`src/rca_pkg.sv`:
```
// rca_pkg: shared types and codes for the ring cell allocator
// no dependencies; used by every module of the block
`timescale 1ns / 1ps
package rca_pkg;

   typedef enum logic [1:0] {
      CELL_FREE        = 2'd0,
      CELL_INSIDE      = 2'd1,
      CELL_END         = 2'd2,
      CELL_PREV_IN_USE = 2'd3
   } cell_type;

   typedef enum logic [1:0] {
      ST_OK        = 2'd0,
      ST_NO_SPACE  = 2'd1,
      ST_ZERO_SIZE = 2'd2,
      ST_RANGE     = 2'd3
   } status_type;

   typedef enum logic [1:0] {
      MODE_ALLOC = 2'd0,
      MODE_FREE  = 2'd1,
      MODE_RESET = 2'd2,
      MODE_NOP   = 2'd3
   } op_type;

   localparam int SIZE_W  = 11;
   localparam int INDEX_W = 10;

   // classified request handed from front to back
   typedef struct packed {
      op_type              op;
      status_type          status;
      logic [SIZE_W-1:0]   size;
      logic [INDEX_W-1:0]  idx;
   } cmd_type;

   // back-end status seen by the front
   typedef struct packed {
      logic clearing;
   } back_stat_type;

endpackage

```
`src/ring_cell_allocator.sv`:
```
// ring_cell_allocator: top level of the ring allocator over a pool of cells
// depends on rca_pkg, rca_front, rca_queue, rca_engine
`timescale 1ns / 1ps
//  channel | dir | handshake             | payload
//  req     | in  | req_tvalid/req_tready | tdata: alloc_size, free_index; tuser: mode
//  rsp     | out | rsp_tvalid/rsp_tready | tdata: start_index, status
//  csr     | in  | csr_wr_en             | csr_wr_data: pool_size
//
//  allocate: one cell written per cycle after two checks
//  free: each cell of the run and of the trailing in-use cells is a read then a
//  write through the one memory port
//  reset pool, and the clearing pass after reset: req_tready low
//  a two-entry queue keeps taking requests while a result waits on rsp_tready
module ring_cell_allocator #(
   parameter int MAX_CELLS = 1024
) (
   input  logic         clock,
   input  logic         reset,
   input  logic         req_tvalid,
   output logic         req_tready,
   input  logic [23:0]  req_tdata,   // [10:0] alloc_size, [20:11] free_index
   input  logic [1:0]   req_tuser,   // [1:0] mode
   output logic         rsp_tvalid,
   input  logic         rsp_tready,
   output logic [15:0]  rsp_tdata,   // [9:0] start_index, [11:10] status
   input  logic         csr_wr_en,
   input  logic [10:0]  csr_wr_data  // pool_size
);
   localparam int IW = $clog2(MAX_CELLS);
   localparam int SW = $clog2(MAX_CELLS + 1);
   localparam int CW = (SW > rca_pkg::SIZE_W) ? SW : rca_pkg::SIZE_W;

   logic [10:0]              pool_ff;
   logic [SW-1:0]            eff_size;
   rca_pkg::back_stat_type   back_stat;
   rca_pkg::cmd_type         f_cmd, q_cmd;
   logic                     f_valid, f_ready, q_valid, q_ready;

   // pool size register, reset to the full 1024 cells
   always_ff @(posedge clock) begin
      if (reset) begin
         pool_ff <= 11'd1024;
      end else if (csr_wr_en) begin
         pool_ff <= csr_wr_data;
      end
   end

   // effective size: pool size clamped to 1..MAX_CELLS
   always_comb begin
      if (CW'(pool_ff) > CW'(MAX_CELLS)) begin
         eff_size = SW'(MAX_CELLS);
      end else if (pool_ff == '0) begin
         eff_size = SW'(1);
      end else begin
         eff_size = SW'(CW'(pool_ff));
      end
   end

   rca_front #(.SW(SW)) u_front (
      .req_tvalid (req_tvalid),
      .req_tready (req_tready),
      .req_tdata  (req_tdata),
      .req_tuser  (req_tuser),
      .eff_size   (eff_size),
      .back_stat  (back_stat),
      .cmd_valid  (f_valid),
      .cmd_ready  (f_ready),
      .cmd        (f_cmd)
   );

   rca_queue u_queue (
      .clock     (clock),
      .reset     (reset),
      .in_valid  (f_valid),
      .in_ready  (f_ready),
      .in_cmd    (f_cmd),
      .out_valid (q_valid),
      .out_ready (q_ready),
      .out_cmd   (q_cmd)
   );

   rca_engine #(.MAX_CELLS(MAX_CELLS), .IW(IW), .SW(SW)) u_engine (
      .clock      (clock),
      .reset      (reset),
      .eff_size   (eff_size),
      .cmd_valid  (q_valid),
      .cmd_ready  (q_ready),
      .cmd        (q_cmd),
      .back_stat  (back_stat),
      .rsp_tvalid (rsp_tvalid),
      .rsp_tready (rsp_tready),
      .rsp_tdata  (rsp_tdata)
   );
endmodule

```
`src/rca_front.sv`:
```
// rca_front: accepts requests and classifies them (operation, early errors)
// depends on rca_pkg
`timescale 1ns / 1ps
module rca_front #(
   parameter int SW = 11
) (
   input  logic                     req_tvalid,
   output logic                     req_tready,
   input  logic [23:0]              req_tdata,
   input  logic [1:0]               req_tuser,
   input  logic [SW-1:0]            eff_size,
   input  rca_pkg::back_stat_type   back_stat,
   output logic                     cmd_valid,
   input  logic                     cmd_ready,
   output rca_pkg::cmd_type         cmd
);
   localparam int CW = (SW > rca_pkg::SIZE_W) ? SW : rca_pkg::SIZE_W;

   logic [CW-1:0] size_w;
   logic [CW-1:0] idx_w;
   logic [CW-1:0] p_w;

   assign size_w = CW'(req_tdata[10:0]);
   assign idx_w  = CW'(req_tdata[20:11]);
   assign p_w    = CW'(eff_size);

   assign req_tready = cmd_ready && !back_stat.clearing;
   assign cmd_valid  = req_tvalid && !back_stat.clearing;

   always_comb begin
      cmd.op     = rca_pkg::op_type'(req_tuser);
      cmd.size   = req_tdata[10:0];
      cmd.idx    = req_tdata[20:11];
      cmd.status = rca_pkg::ST_OK;
      unique case (rca_pkg::op_type'(req_tuser))
         rca_pkg::MODE_ALLOC: begin
            if (size_w > p_w) begin
               cmd.status = rca_pkg::ST_NO_SPACE;
            end else if (size_w == '0) begin
               cmd.status = rca_pkg::ST_ZERO_SIZE;
            end
         end
         rca_pkg::MODE_FREE: begin
            if (idx_w >= p_w) begin
               cmd.status = rca_pkg::ST_RANGE;
            end
         end
         default: begin
            cmd.status = rca_pkg::ST_OK;
         end
      endcase
   end
endmodule

```
`src/rca_queue.sv`:
```
// rca_queue: two-entry queue of classified requests between front and back
// depends on rca_pkg
`timescale 1ns / 1ps
module rca_queue (
   input  logic               clock,
   input  logic               reset,
   input  logic               in_valid,
   output logic               in_ready,
   input  rca_pkg::cmd_type   in_cmd,
   output logic               out_valid,
   input  logic               out_ready,
   output rca_pkg::cmd_type   out_cmd
);
   rca_pkg::cmd_type ent_ff [2];
   rca_pkg::cmd_type ent_in [2];
   logic [1:0]       cnt_ff, cnt_in;
   logic             push, pop;

   assign in_ready  = (cnt_ff != 2'd2);
   assign out_valid = (cnt_ff != 2'd0);
   assign out_cmd   = ent_ff[0];
   assign push      = in_valid && in_ready;
   assign pop       = out_valid && out_ready;

   always_comb begin
      ent_in[0] = ent_ff[0];
      ent_in[1] = ent_ff[1];
      cnt_in    = cnt_ff;
      if (pop) begin
         ent_in[0] = ent_ff[1];
      end
      if (push) begin
         if (cnt_ff == 2'd0 || (cnt_ff == 2'd1 && pop)) begin
            ent_in[0] = in_cmd;
         end else if (pop) begin
            ent_in[1] = in_cmd;
         end else begin
            ent_in[1] = in_cmd;
         end
      end
      case ({push, pop})
         2'b10:   cnt_in = cnt_ff + 2'd1;
         2'b01:   cnt_in = cnt_ff - 2'd1;
         default: cnt_in = cnt_ff;
      endcase
   end

   always_ff @(posedge clock) begin
      ent_ff[0] <= ent_in[0];
      ent_ff[1] <= ent_in[1];
      if (reset) begin
         cnt_ff <= 2'd0;
      end else begin
         cnt_ff <= cnt_in;
      end
   end
endmodule

```
`src/rca_engine.sv`:
```
// rca_engine: cell memory and sequencer that carries out allocate, free and clear
// depends on rca_pkg
`timescale 1ns / 1ps
module rca_engine #(
   parameter int MAX_CELLS = 1024,
   parameter int IW        = 10,
   parameter int SW        = 11
) (
   input  logic                     clock,
   input  logic                     reset,
   input  logic [SW-1:0]            eff_size,
   input  logic                     cmd_valid,
   output logic                     cmd_ready,
   input  rca_pkg::cmd_type         cmd,
   output rca_pkg::back_stat_type   back_stat,
   output logic                     rsp_tvalid,
   input  logic                     rsp_tready,
   output logic [15:0]              rsp_tdata
);
   localparam int AW = SW + 1;
   localparam int CW = (SW > rca_pkg::SIZE_W) ? SW : rca_pkg::SIZE_W;

   typedef enum logic [12:0] {
      S_CLEAR = 13'h0001,
      S_IDLE  = 13'h0002,
      S_ARDL  = 13'h0004,
      S_ARDF  = 13'h0008,
      S_ACHK  = 13'h0010,
      S_AMARK = 13'h0020,
      S_FPREV = 13'h0040,
      S_FCHK  = 13'h0080,
      S_FRD   = 13'h0100,
      S_FWR   = 13'h0200,
      S_TRD   = 13'h0400,
      S_TWR   = 13'h0800,
      S_RESP  = 13'h1000
   } state_type;

   rca_pkg::cell_type mem [MAX_CELLS];
   rca_pkg::cell_type rdata_ff;

   state_type              state_ff, state_in;
   logic [IW-1:0]          cur_ff, cur_in;
   logic [IW-1:0]          last_ff, last_in;
   logic [IW-1:0]          next_ff, next_in;
   logic [SW-1:0]          cnt_ff, cnt_in;
   rca_pkg::cell_type      mark_ff, mark_in;
   logic                   lfree_ff, lfree_in;
   logic                   pend_ff, pend_in;
   logic [9:0]             res_start_ff, res_start_in;
   rca_pkg::status_type    res_stat_ff, res_stat_in;
   logic                   rsp_valid_ff, rsp_valid_in;
   logic [9:0]             rsp_start_ff, rsp_start_in;
   rca_pkg::status_type    rsp_stat_ff, rsp_stat_in;

   logic                   we;
   logic [IW-1:0]          waddr, raddr;
   rca_pkg::cell_type      wdata;
   logic [IW-1:0]          cur_wrap;
   logic [SW-1:0]          cnt_inc;
   logic [SW-1:0]          sz;
   logic [AW-1:0]          end_sum;

   assign cur_wrap = ((SW'(cur_ff) + SW'(1)) == eff_size) ? '0 : cur_ff + IW'(1);
   assign cnt_inc  = cnt_ff + SW'(1);
   assign sz       = SW'(CW'(cmd.size));
   assign end_sum  = AW'(next_ff) + AW'(sz);

   assign back_stat.clearing = (state_ff == S_CLEAR);
   assign cmd_ready  = (state_ff == S_IDLE);
   assign rsp_tvalid = rsp_valid_ff;
   assign rsp_tdata  = {4'd0, rsp_stat_ff, rsp_start_ff};

   always_comb begin
      state_in     = state_ff;
      cur_in       = cur_ff;
      last_in      = last_ff;
      next_in      = next_ff;
      cnt_in       = cnt_ff;
      mark_in      = mark_ff;
      lfree_in     = lfree_ff;
      pend_in      = pend_ff;
      res_start_in = res_start_ff;
      res_stat_in  = res_stat_ff;
      rsp_valid_in = rsp_valid_ff && !rsp_tready;
      rsp_start_in = rsp_start_ff;
      rsp_stat_in  = rsp_stat_ff;
      we           = 1'b0;
      waddr        = cur_ff;
      wdata        = rca_pkg::CELL_FREE;
      raddr        = cur_ff;
      unique case (state_ff)
         S_CLEAR: begin
            we      = 1'b1;
            next_in = '0;
            if (cur_ff == IW'(MAX_CELLS - 1)) begin
               state_in = pend_ff ? S_RESP : S_IDLE;
               pend_in  = 1'b0;
            end else begin
               cur_in = cur_ff + IW'(1);
            end
         end
         S_IDLE: begin
            if (cmd_valid) begin
               res_start_in = '0;
               res_stat_in  = cmd.status;
               unique case (cmd.op)
                  rca_pkg::MODE_ALLOC: begin
                     if (cmd.status != rca_pkg::ST_OK) begin
                        state_in = S_RESP;
                     end else begin
                        if (AW'(next_ff) >= AW'(eff_size) || end_sum > AW'(eff_size)) begin
                           cur_in  = '0;
                           last_in = IW'(sz - SW'(1));
                        end else begin
                           cur_in  = next_ff;
                           last_in = IW'(end_sum - AW'(1));
                        end
                        state_in = S_ARDL;
                     end
                  end
                  rca_pkg::MODE_FREE: begin
                     cur_in   = IW'(CW'(cmd.idx));
                     state_in = (cmd.status != rca_pkg::ST_OK) ? S_RESP : S_FPREV;
                  end
                  rca_pkg::MODE_RESET: begin
                     cur_in   = '0;
                     pend_in  = 1'b1;
                     state_in = S_CLEAR;
                  end
                  default: begin
                     state_in = S_RESP;
                  end
               endcase
            end
         end
         S_ARDL: begin
            raddr    = last_ff;
            state_in = S_ARDF;
         end
         S_ARDF: begin
            raddr    = cur_ff;
            lfree_in = (rdata_ff == rca_pkg::CELL_FREE);
            state_in = S_ACHK;
         end
         S_ACHK: begin
            if (lfree_ff && rdata_ff == rca_pkg::CELL_FREE) begin
               res_start_in = 10'(cur_ff);
               state_in     = S_AMARK;
            end else begin
               res_stat_in = rca_pkg::ST_NO_SPACE;
               state_in    = S_RESP;
            end
         end
         S_AMARK: begin
            we = 1'b1;
            if (cur_ff == last_ff) begin
               wdata    = rca_pkg::CELL_END;
               next_in  = cur_wrap;
               state_in = S_RESP;
            end else begin
               wdata  = rca_pkg::CELL_INSIDE;
               cur_in = cur_ff + IW'(1);
            end
         end
         S_FPREV: begin
            raddr    = (cur_ff == '0) ? IW'(eff_size - SW'(1)) : cur_ff - IW'(1);
            state_in = S_FCHK;
         end
         S_FCHK: begin
            if (cur_ff != next_ff && rdata_ff != rca_pkg::CELL_FREE) begin
               mark_in = rca_pkg::CELL_PREV_IN_USE;
            end else begin
               mark_in = rca_pkg::CELL_FREE;
            end
            cnt_in   = '0;
            state_in = S_FRD;
         end
         S_FRD: begin
            state_in = S_FWR;
         end
         S_FWR: begin
            we     = 1'b1;
            wdata  = mark_ff;
            cur_in = cur_wrap;
            cnt_in = cnt_inc;
            if (rdata_ff == rca_pkg::CELL_END || cnt_inc == eff_size) begin
               cnt_in   = '0;
               state_in = (mark_ff == rca_pkg::CELL_FREE) ? S_TRD : S_RESP;
            end else begin
               state_in = S_FRD;
            end
         end
         S_TRD: begin
            state_in = (cnt_ff == eff_size) ? S_RESP : S_TWR;
         end
         S_TWR: begin
            if (rdata_ff == rca_pkg::CELL_PREV_IN_USE) begin
               we       = 1'b1;
               cur_in   = cur_wrap;
               cnt_in   = cnt_inc;
               state_in = S_TRD;
            end else begin
               state_in = S_RESP;
            end
         end
         S_RESP: begin
            if (!rsp_valid_ff || rsp_tready) begin
               rsp_valid_in = 1'b1;
               rsp_start_in = res_start_ff;
               rsp_stat_in  = res_stat_ff;
               state_in     = S_IDLE;
            end
         end
         default: begin
            state_in = S_IDLE;
         end
      endcase
   end

   // single-port cell memory, registered read
   always_ff @(posedge clock) begin
      if (we) begin
         mem[waddr] <= wdata;
      end
      rdata_ff <= mem[raddr];
   end

   always_ff @(posedge clock) begin
      last_ff      <= last_in;
      cnt_ff       <= cnt_in;
      mark_ff      <= mark_in;
      lfree_ff     <= lfree_in;
      res_start_ff <= res_start_in;
      res_stat_ff  <= res_stat_in;
      rsp_start_ff <= rsp_start_in;
      rsp_stat_ff  <= rsp_stat_in;
      if (reset) begin
         state_ff     <= S_CLEAR;
         cur_ff       <= '0;
         next_ff      <= '0;
         pend_ff      <= 1'b0;
         rsp_valid_ff <= 1'b0;
      end else begin
         state_ff     <= state_in;
         cur_ff       <= cur_in;
         next_ff      <= next_in;
         pend_ff      <= pend_in;
         rsp_valid_ff <= rsp_valid_in;
      end
   end
endmodule

```
`config.mk`:
```
export PLATFORM = sky130hd
export DESIGN_NAME = ring_cell_allocator
export DESIGN_NICKNAME = d
export VERILOG_FILES = /design/src/rca_pkg.sv /design/src/ring_cell_allocator.sv /design/src/rca_front.sv /design/src/rca_queue.sv /design/src/rca_engine.sv
export SDC_FILE = /design/constraint.sdc
export NUM_CORES = 2
export LEC_CHECK = 0
export CAP_MARGIN = 25
export CORE_MARGIN = 3
export CORE_UTILIZATION = 40
export DETAILED_ROUTE_END_ITERATION = 12
export DONT_BUFFER_PORTS = 1
export PLACE_DENSITY = 0.58
export SLEW_MARGIN = 25
export SYNTH_ARGS = -nofsm -noshare
export SYNTH_HDL_FRONTEND = slang
export SYNTH_HIERARCHICAL = 1
export SYNTH_SLANG_ARGS = --single-unit
```
`constraint.sdc`:
```
create_clock -name clock -period 42.5 [get_ports clock]
set_input_delay 0 -clock clock [delete_from_list [all_inputs] [get_ports clock]]
set_output_delay 0 -clock clock [all_outputs]
set_load 0.03 [all_outputs]
```
Word-level counts from Yosys, hierarchy flattened
Memory sizes are Yosys's and may differ from the RTL's. A register that Yosys moved wholly into a read port is not among the register bits.
Index checks and enable logic that the tools add are counted.
- multiplexer cells: 61
- order comparisons: 5
- reductions and logical operators: 42
- add/subtract/negate cells: 10
- bitwise gates (word level): 1
- equality and inequality tests: 40
- operator list (cell ; count):
    13-bit case mux with 13 select lines ; 1
    13-bit 2-to-1 mux ; 12
    10-bit 2-to-1 mux ; 12
    25-bit 2-to-1 mux ; 3
    10-bit case mux with 2 select lines ; 3
    50-bit 2-to-1 mux ; 1
    10-bit case mux with 5 select lines ; 1
    11-bit 2-to-1 mux ; 4
    10-bit by 1-bit subtractor with 10-bit output, second input constant ; 4
    13-bit case mux with 3 select lines ; 1
    11-bit == test ; 3
    11-bit case mux with 3 select lines ; 1
    10-bit case mux with 3 select lines ; 1
    10-bit by 11-bit >= comparator with 1-bit output ; 2
    11-bit zero test ; 2
    2-bit case mux with 2 select lines ; 4
    2-bit 2-to-1 mux ; 7
    2-bit by 1-bit != test with 1-bit output, second input constant ; 7
    2-bit nonzero test ; 7
    13-bit by 1-bit == test with 1-bit output, second input constant ; 1
    13-bit by 10-bit == test with 1-bit output, second input constant ; 1
    13-bit by 11-bit == test with 1-bit output, second input constant ; 1
    13-bit by 12-bit == test with 1-bit output, second input constant ; 1
    13-bit == test, second input constant ; 1
    other kinds (40) ; 78
- memories: 2
- bits in registers: 96
- output and inout port bits: 18
- memory bits (writable): 2098
- memories (memory ; words ; bits a word ; read ports ; clocked after Yosys merged registers in ; write ports ; line ; text):
    u_engine.mem ; 1024 ; 2 ; 1 ; 1 ; 1 ; rca_engine.sv:39 ; rca_pkg::cell_type mem [MAX_CELLS];
    u_queue.ent_ff ; 2 ; 25 ; 2 ; 0 ; 2 ; rca_queue.sv:14 ; rca_pkg::cmd_type ent_ff [2];

Logic depth before layout (Yosys ltp)
- depth after elaboration: 10
- mapped depth: 28

Cells and area by module
The synthesis kept the hierarchy.
- modules (own cells, without submodules) (module ; times used ; area an instance (um^2) ; sequential area each (um^2) ; cells an instance):
    rca_engine ; 1 ; 92566.3 ; 63651.0 ; 8200
    rca_queue ; 1 ; 2386.0 ; 1291.2 ; 151
    rca_front ; 1 ; 738.2 ; 0.0 ; 100
    ring_cell_allocator ; 1 ; 486.7 ; 220.2 ; 52

Least setup slack after synthesis
OpenSTA, ideal clock, no wires.
- path type: flip-flop to flip-flop
- start point: register u_engine.state_ff[12]
- end point: memory u_engine/mem[0][1] (netlist name) (data pin)
- setup slack: 26.348 ns
- clock period less this slack: 16.152 ns
- library setup time: 2.679 ns
- cell stages (with the launch flop): 7
- data required time: 39.821 ns
- arrival: 13.473 ns
- buffers on the path: 0
- cells stage by stage: dfxtp_1 -> nor4_2 -> and3b_1 -> nand2_1 -> nor3b_1 -> nand2_1 -> nand2_1
- word-level cells in the longest chain between the ends: 2
- ends and longest elaborated chain (item ; line ; text):
    start: declaration ; rca_engine.sv:42 ; state_type state_ff, state_in;
    start signal: assignment ; rca_engine.sv:245 ; state_ff <= state_in;
    13-bit by 10-bit == test with 1-bit output / 13-bit by 6-bit == test with 1-bit output (equally long branches) ; rca_engine.sv:92 ; unique case (state_ff)
    2-bit case mux with 2 select lines (*) ; rca_engine.sv:92 ;
    net u_engine.wdata[1] ; rca_engine.sv:58 ; rca_pkg::cell_type wdata;
    end: declaration ; rca_engine.sv:39 ;
Mark *: on every way through the listed nets, which the timed path passes. The rest lies on a longest branch.

Worst setup path after layout
- start point: register u_engine.cur_ff[0]
- end point: register u_engine.rdata_ff[0] (read register of u_engine.mem)
- word-level cells in the longest chain between the ends: 3
- ends and longest elaborated chain (item ; line ; text):
    start: declaration ; rca_engine.sv:43 ; logic [IW-1:0] cur_ff, cur_in;
    start signal: assignment ; rca_engine.sv:246 ; cur_ff <= cur_in;
    10-bit by 1-bit subtractor with 10-bit output / 10-bit zero test (equally long branches) ; rca_engine.sv:167 ; raddr = (cur_ff == '0) ? IW'(eff_size - SW'(1)) : cur_ff - IW'(1);
    10-bit 2-to-1 mux ; rca_engine.sv:167 ;
    10-bit case mux with 2 select lines (*) ; rca_engine.sv:92 ;
    end: declaration ; rca_engine.sv:40 ; rca_pkg::cell_type rdata_ff;
Mark *: on every way between the ends. The rest lies on a longest branch, timed or not.
A chain may end at the register's enable or synchronous reset.

==> impl_results.html <==
<table>
<tr><th>Metric</th><th>Value</th></tr>
<tr><th colspan="2">Pwr</th></tr>
<tr><td>Power density cells</td><td>53.55 nW/um^2</td></tr>
<tr><td>Total leakage power</td><td>around 0.035 uW</td></tr>
<tr><td>Largest voltage drop on the vdd net</td><td>46.10 uV</td></tr>
<tr><th colspan="2">Finish</th></tr>
<tr><td>Layout fillers</td><td>around 22000</td></tr>
<tr><td>Combined area of the multi-input logic cells</td><td>around 28000 sq um</td></tr>
<tr><td>Final cell count without fillers</td><td>between 10000 and 15000</td></tr>
<tr><td>Layout Nets</td><td>between 8000 and 9000</td></tr>
<tr><td>Register cell area after layout</td><td>between 60000 and 70000 sq um</td></tr>
<tr><td>Share of cells above drive strength 1</td><td>7.598%</td></tr>
<tr><td>Final core utilization</td><td>44.71%</td></tr>
<tr><td>Area growth, synth to finish</td><td>10.87%</td></tr>
<tr><th colspan="2">Placement</th></tr>
<tr><td>Port bufs</td><td>0</td></tr>
<tr><td>Post-DP HPWL</td><td>approximately 160000 um</td></tr>
<tr><td>Post-placement cell count</td><td>about 11000</td></tr>
<tr><td>Global placer's final weighted congestion</td><td>~0.88</td></tr>
<tr><th colspan="2">Yosys</th></tr>
<tr><td>Most area-hungry cell type in the Yosys netlist</td><td>edfxtp_1</td></tr>
<tr><td>Yosys warnings</td><td>6</td></tr>
<tr><td>Most repeated cell in the gate-level netlist after synthesis</td><td>edfxtp_1</td></tr>
<tr><td>Distinct cell type count after synthesis</td><td>between 90 and 100</td></tr>
<tr><td>Number of enable flip-flop cells after synthesis</td><td>between 2000 and 2500</td></tr>
<tr><td>Synth Area in Compound Gates</td><td>between 5 and 6%</td></tr>
<tr><td>Largest family of logic cells by synthesized area</td><td>simple AND/OR/NAND/NOR gates</td></tr>
<tr><td>Yosys reg bits</td><td>about 2200</td></tr>
<tr><td>Leading post-synthesis cells by cell area</td><td>edfxtp_1 66%, nand2_1 7.7%, nand3_1 5.2%</td></tr>
<tr><td>Primary flip-flop cell chosen by synthesis mapping</td><td>edfxtp_1</td></tr>
<tr><td>Portion of the post-synthesis area used by sequential elements</td><td>67.75%</td></tr>
<tr><td>Synthesized-area fraction occupied by and/or/nand/nor cells</td><td>around a fifth</td></tr>
<tr><td>FFs w/ async S/R, synth</td><td>0%</td></tr>
<tr><td>Share of synthesized cell area in full adder, half adder and majority cells</td><td>less than 1%</td></tr>
<tr><td>Post-synthesis instance area</td><td>~96000 sq um</td></tr>
<tr><td>Area share of the leading cell type in the synthesized netlist</td><td>approximately 66%</td></tr>
<tr><td>Share of synthesized area spent on multiplexers</td><td>1.318%</td></tr>
<tr><td>Synthesized instance count</td><td>approximately 8500</td></tr>
<tr><td>Average footprint of a synthesized cell</td><td>11.31 sq um</td></tr>
<tr><td>Top cells by count, synth</td><td>2120 x edfxtp_1, 1985 x nand2_1, 1145 x nor2_1</td></tr>
<tr><td>Post-synthesis xor/xnor area fraction</td><td>less than 1%</td></tr>
<tr><th colspan="2">Worst setup path</th></tr>
<tr><td>CP Launch Type</td><td>flop</td></tr>
<tr><td>Worst setup path startpoint</td><td>u_engine/cur_ff[0]</td></tr>
<tr><td>Data required time of the worst path</td><td>between 40000 and 50000 ps</td></tr>
<tr><td>Endpoint class of the critical path</td><td>flop</td></tr>
<tr><td>Critical Path Fanout Max</td><td>170</td></tr>
<tr><td>Cells on worst reg2reg path</td><td>19</td></tr>
<tr><td>CP Data Arrival Time</td><td>between 8000 and 9000 ps</td></tr>
<tr><td>Beginning of the worst register-to-register path</td><td>u_engine/cur_ff[0]</td></tr>
<tr><td>Start-to-end type of the worst setup path</td><td>reg -&gt; reg</td></tr>
<tr><th colspan="2">Timing</th></tr>
<tr><td>Slew margin rel.</td><td>approximately a fifth</td></tr>
<tr><td>Share of the clock period used by the worst path</td><td>between 10% and 20%</td></tr>
<tr><td>Fin Clk Skew</td><td>32.76 ps</td></tr>
<tr><td>Setup_tns</td><td>0 ps</td></tr>
<tr><td>Worst-Margin Slew</td><td>between 1000 and 1500 ps</td></tr>
<tr><td>Highest achievable clock rate</td><td>~120 MHz</td></tr>
<tr><td>Min Clock Period, post-route</td><td>around 8200 ps</td></tr>
<tr><td>Unrepaired setup endpoints after global routing</td><td>false</td></tr>
<tr><td>Slew Limit Fails</td><td>0</td></tr>
<tr><td>Final hold violations</td><td>0</td></tr>
<tr><td>Final number of setup-violating endpoints</td><td>0</td></tr>
<tr><th colspan="2">Worst hold path</th></tr>
<tr><td>Startpoint of the most critical hold path</td><td>reset</td></tr>
<tr><td>Hold path depth</td><td>3</td></tr>
<tr><td>Classification of the worst-slack hold path</td><td>in -&gt; reg</td></tr>
<tr><th colspan="2">Route</th></tr>
<tr><td>Routed Antenna Nets</td><td>0</td></tr>
<tr><td>Routed wire per std cell</td><td>roughly 26 um</td></tr>
<tr><td>Overall via count from detail_route</td><td>about 68000</td></tr>
<tr><td>DRC violations left</td><td>0</td></tr>
<tr><td>Number of detailed-routing iterations run before antenna repair</td><td>6</td></tr>
<tr><td>Detailed Route WL</td><td>304300 um</td></tr>
<tr><td>Vias/cell</td><td>around 5.8</td></tr>
<tr><td>Iter 0 DRT Violations</td><td>~8900</td></tr>
<tr><th colspan="2">Floorplan</th></tr>
<tr><td>Starting density of the core</td><td>roughly two fifths</td></tr>
<tr><td>Placement Rows</td><td>approximately 180</td></tr>
<tr><td>Die W</td><td>between 400 and 500 um</td></tr>
<tr><td>Number of top-level design ports</td><td>60</td></tr>
<tr><td>Core Region</td><td>around 240000 sq um</td></tr>
<tr><td>Die area</td><td>around 250000 sq um</td></tr>
<tr><td>DIE HEIGHT</td><td>496.4 um</td></tr>
<tr><th colspan="2">Global routing</th></tr>
<tr><td>Antenna violations before repair</td><td>17</td></tr>
<tr><td>Aggregate global routing overflow</td><td>0</td></tr>
<tr><td>First-pass GRT wire length</td><td>about 440000 um</td></tr>
<tr><td>Maximum number of pins on one net before global-route repair</td><td>approximately 240</td></tr>
<tr><td>GRT Total Usage</td><td>24.29%</td></tr>
<tr><td>Vias in the first global route</td><td>approximately 65000</td></tr>
<tr><th colspan="2">Clock tree</th></tr>
<tr><td>Clock latency reported for the late side of the worst-skew pair</td><td>880 ps</td></tr>
<tr><td>Clock tree from TritonCTS</td><td>built</td></tr>
<tr><td>Buffers inserted by post-CTS timing repair</td><td>0</td></tr>
<tr><td>Clock sink total</td><td>~2200</td></tr>
<tr><td>Post-CTS resize count</td><td>0</td></tr>
<tr><td>Cts bufs inserted</td><td>about 220</td></tr>
<tr><td>Clock slew seen by the registers of the worst setup and hold paths</td><td>60 ps</td></tr>
<tr><td>Number of hold-repair buffers added at the cts stage</td><td>83</td></tr>
<tr><td>Cell chosen for the clock root</td><td>clkbuf_16</td></tr>
<tr><td>Clock H-tree levels</td><td>4</td></tr>
<tr><td>Bufs on Longest Clock Path</td><td>3</td></tr>
<tr><th colspan="2">Flow run</th></tr>
<tr><td>Max cap viols</td><td>0</td></tr>
<tr><th colspan="2">Status</th></tr>
<tr><td>Status</td><td>finished, final reports clean</td></tr>
</table>
-- logic make-up after synthesis --
logic type                 Yosys count
AOI/OAI and AO/OA                  720
xor gates and xnor gates            82
adders and majority gates           68
buffers and inverters              771
DFF                               2195
muxes                              106
other                                1
and+or+nand+nor                   4560
-- sequential cells by signal (all words and copies together), names as in the netlist --
signal / flops
u_engine/mem: 2048
u_engine/next_ff: 10
u_engine/state_ff: 13
u_engine/rsp_tvalid: 1
u_engine/rsp_start_ff: 10
u_engine/rsp_stat_ff: 2
u_engine/res_stat_ff: 2
u_engine/rdata_ff: 2
u_queue/cnt_ff: 2
pool_ff: 11
u_engine/last_ff: 10
u_engine/cnt_ff: 11
u_engine/res_start_ff: 10
u_engine/mark_ff: 1
u_engine/pend_ff: 1
u_engine/cur_ff: 10
u_engine/lfree_ff: 1
u_queue/ent_ff: 50
-- per-stage QoR --
step | power, uW | setup slack [ps] | hold WS, ps | instance area (sq um)
2_1_floorplan | 3389 | 26350 | 72.38 | 96190
3_3_place_gp | 3848 | 34460 | 82.14 | 98670
3_5_place_dp | 3856 | 34440 | 82.30 | 98780
4_1_cts | 5720 | 34400 | 30.11 | 106500
5_1_grt | 5937 | 34050 | 85.11 | 106600
6_report | 5710 | 34280 | 102.6 | 106600
-- cells in the final DEF, fill, tap and decap left out, types with 38 or more instances in the layout --
master and count:
a21oi_1 159, and3_1 159, a311oi_1 100, nor3_1 55
mux2i_1 55, clkinv_2 42, o21ai_0 43, clkbuf_1 49
clkbuf_16 225, edfxtp_1 2120, xnor2_1 48, a31oi_1 167
buf_4 163, nand2_1 1945, dfxtp_1 75, dlygate4sd3_1 82
nor2_1 1141, clkinv_1 65, mux2_4 38, inv_1 52
ha_1 67, nand3_1 996
-- report_power, final --
| part | internal [uW] | switching, uW | total, uW |
|---|---|---|---|
| Sequential | 2370 | 29.9 | 2400 |
| Combinational | 418 | 1030 | 1450 |
| Clock | 1040 | 833 | 1870 |
| Total | 3820 | 1890 | 5710 |
-- worst max-delay path: stages, from the launching register on --
cell and delay (ps):
dfxtp_1 310, inv_1 290, ha_1 310, or4b_4 560, nor3_4 450, mux2i_1 170
ha_1 310, o2bb2ai_1 120, a22oi_2 540, buf_12 640, buf_4 730, buf_4 660
buf_4 780, nand3_1 170, a31oi_1 250, nor3_1 70, nor2_1 510, nand4_1 280
or4_1 580, o311a_1 180
-- path summary, 6_finish.rpt --
kind,slack [ps],end
min reg2reg,420,u_engine/rsp_start_ff[5]
max reg2reg,34280,u_engine/rdata_ff[0]
min,100,u_engine/next_ff[9]
max,34280,u_engine/rdata_ff[0]
-- cell type report --
class | instances | share of cell area [%]
Multi-Input combinational cell | 5540 | 26.06
Sequential cell | 2195 | 61.11
Inverter | 55 | 0.1936
Clock inverter | 136 | 0.9985
Tap cell | 3167 | 3.716
Timing Repair Buffer | 274 | 2.425
Antenna cell | 7 | 0.01643
Clock buffer | 276 | 5.479
-- routing by layer --
layer  GRT usage (%)  share of wire (%)  vias up
met1           33.05                 40    33850
met2           38.98                 47     3402
met4           9.841                4.3        0
met3           3.853                8.9      631
li1                -                  -    29960
met5               0                  0        -
Power figures use the tool's default switching activity.
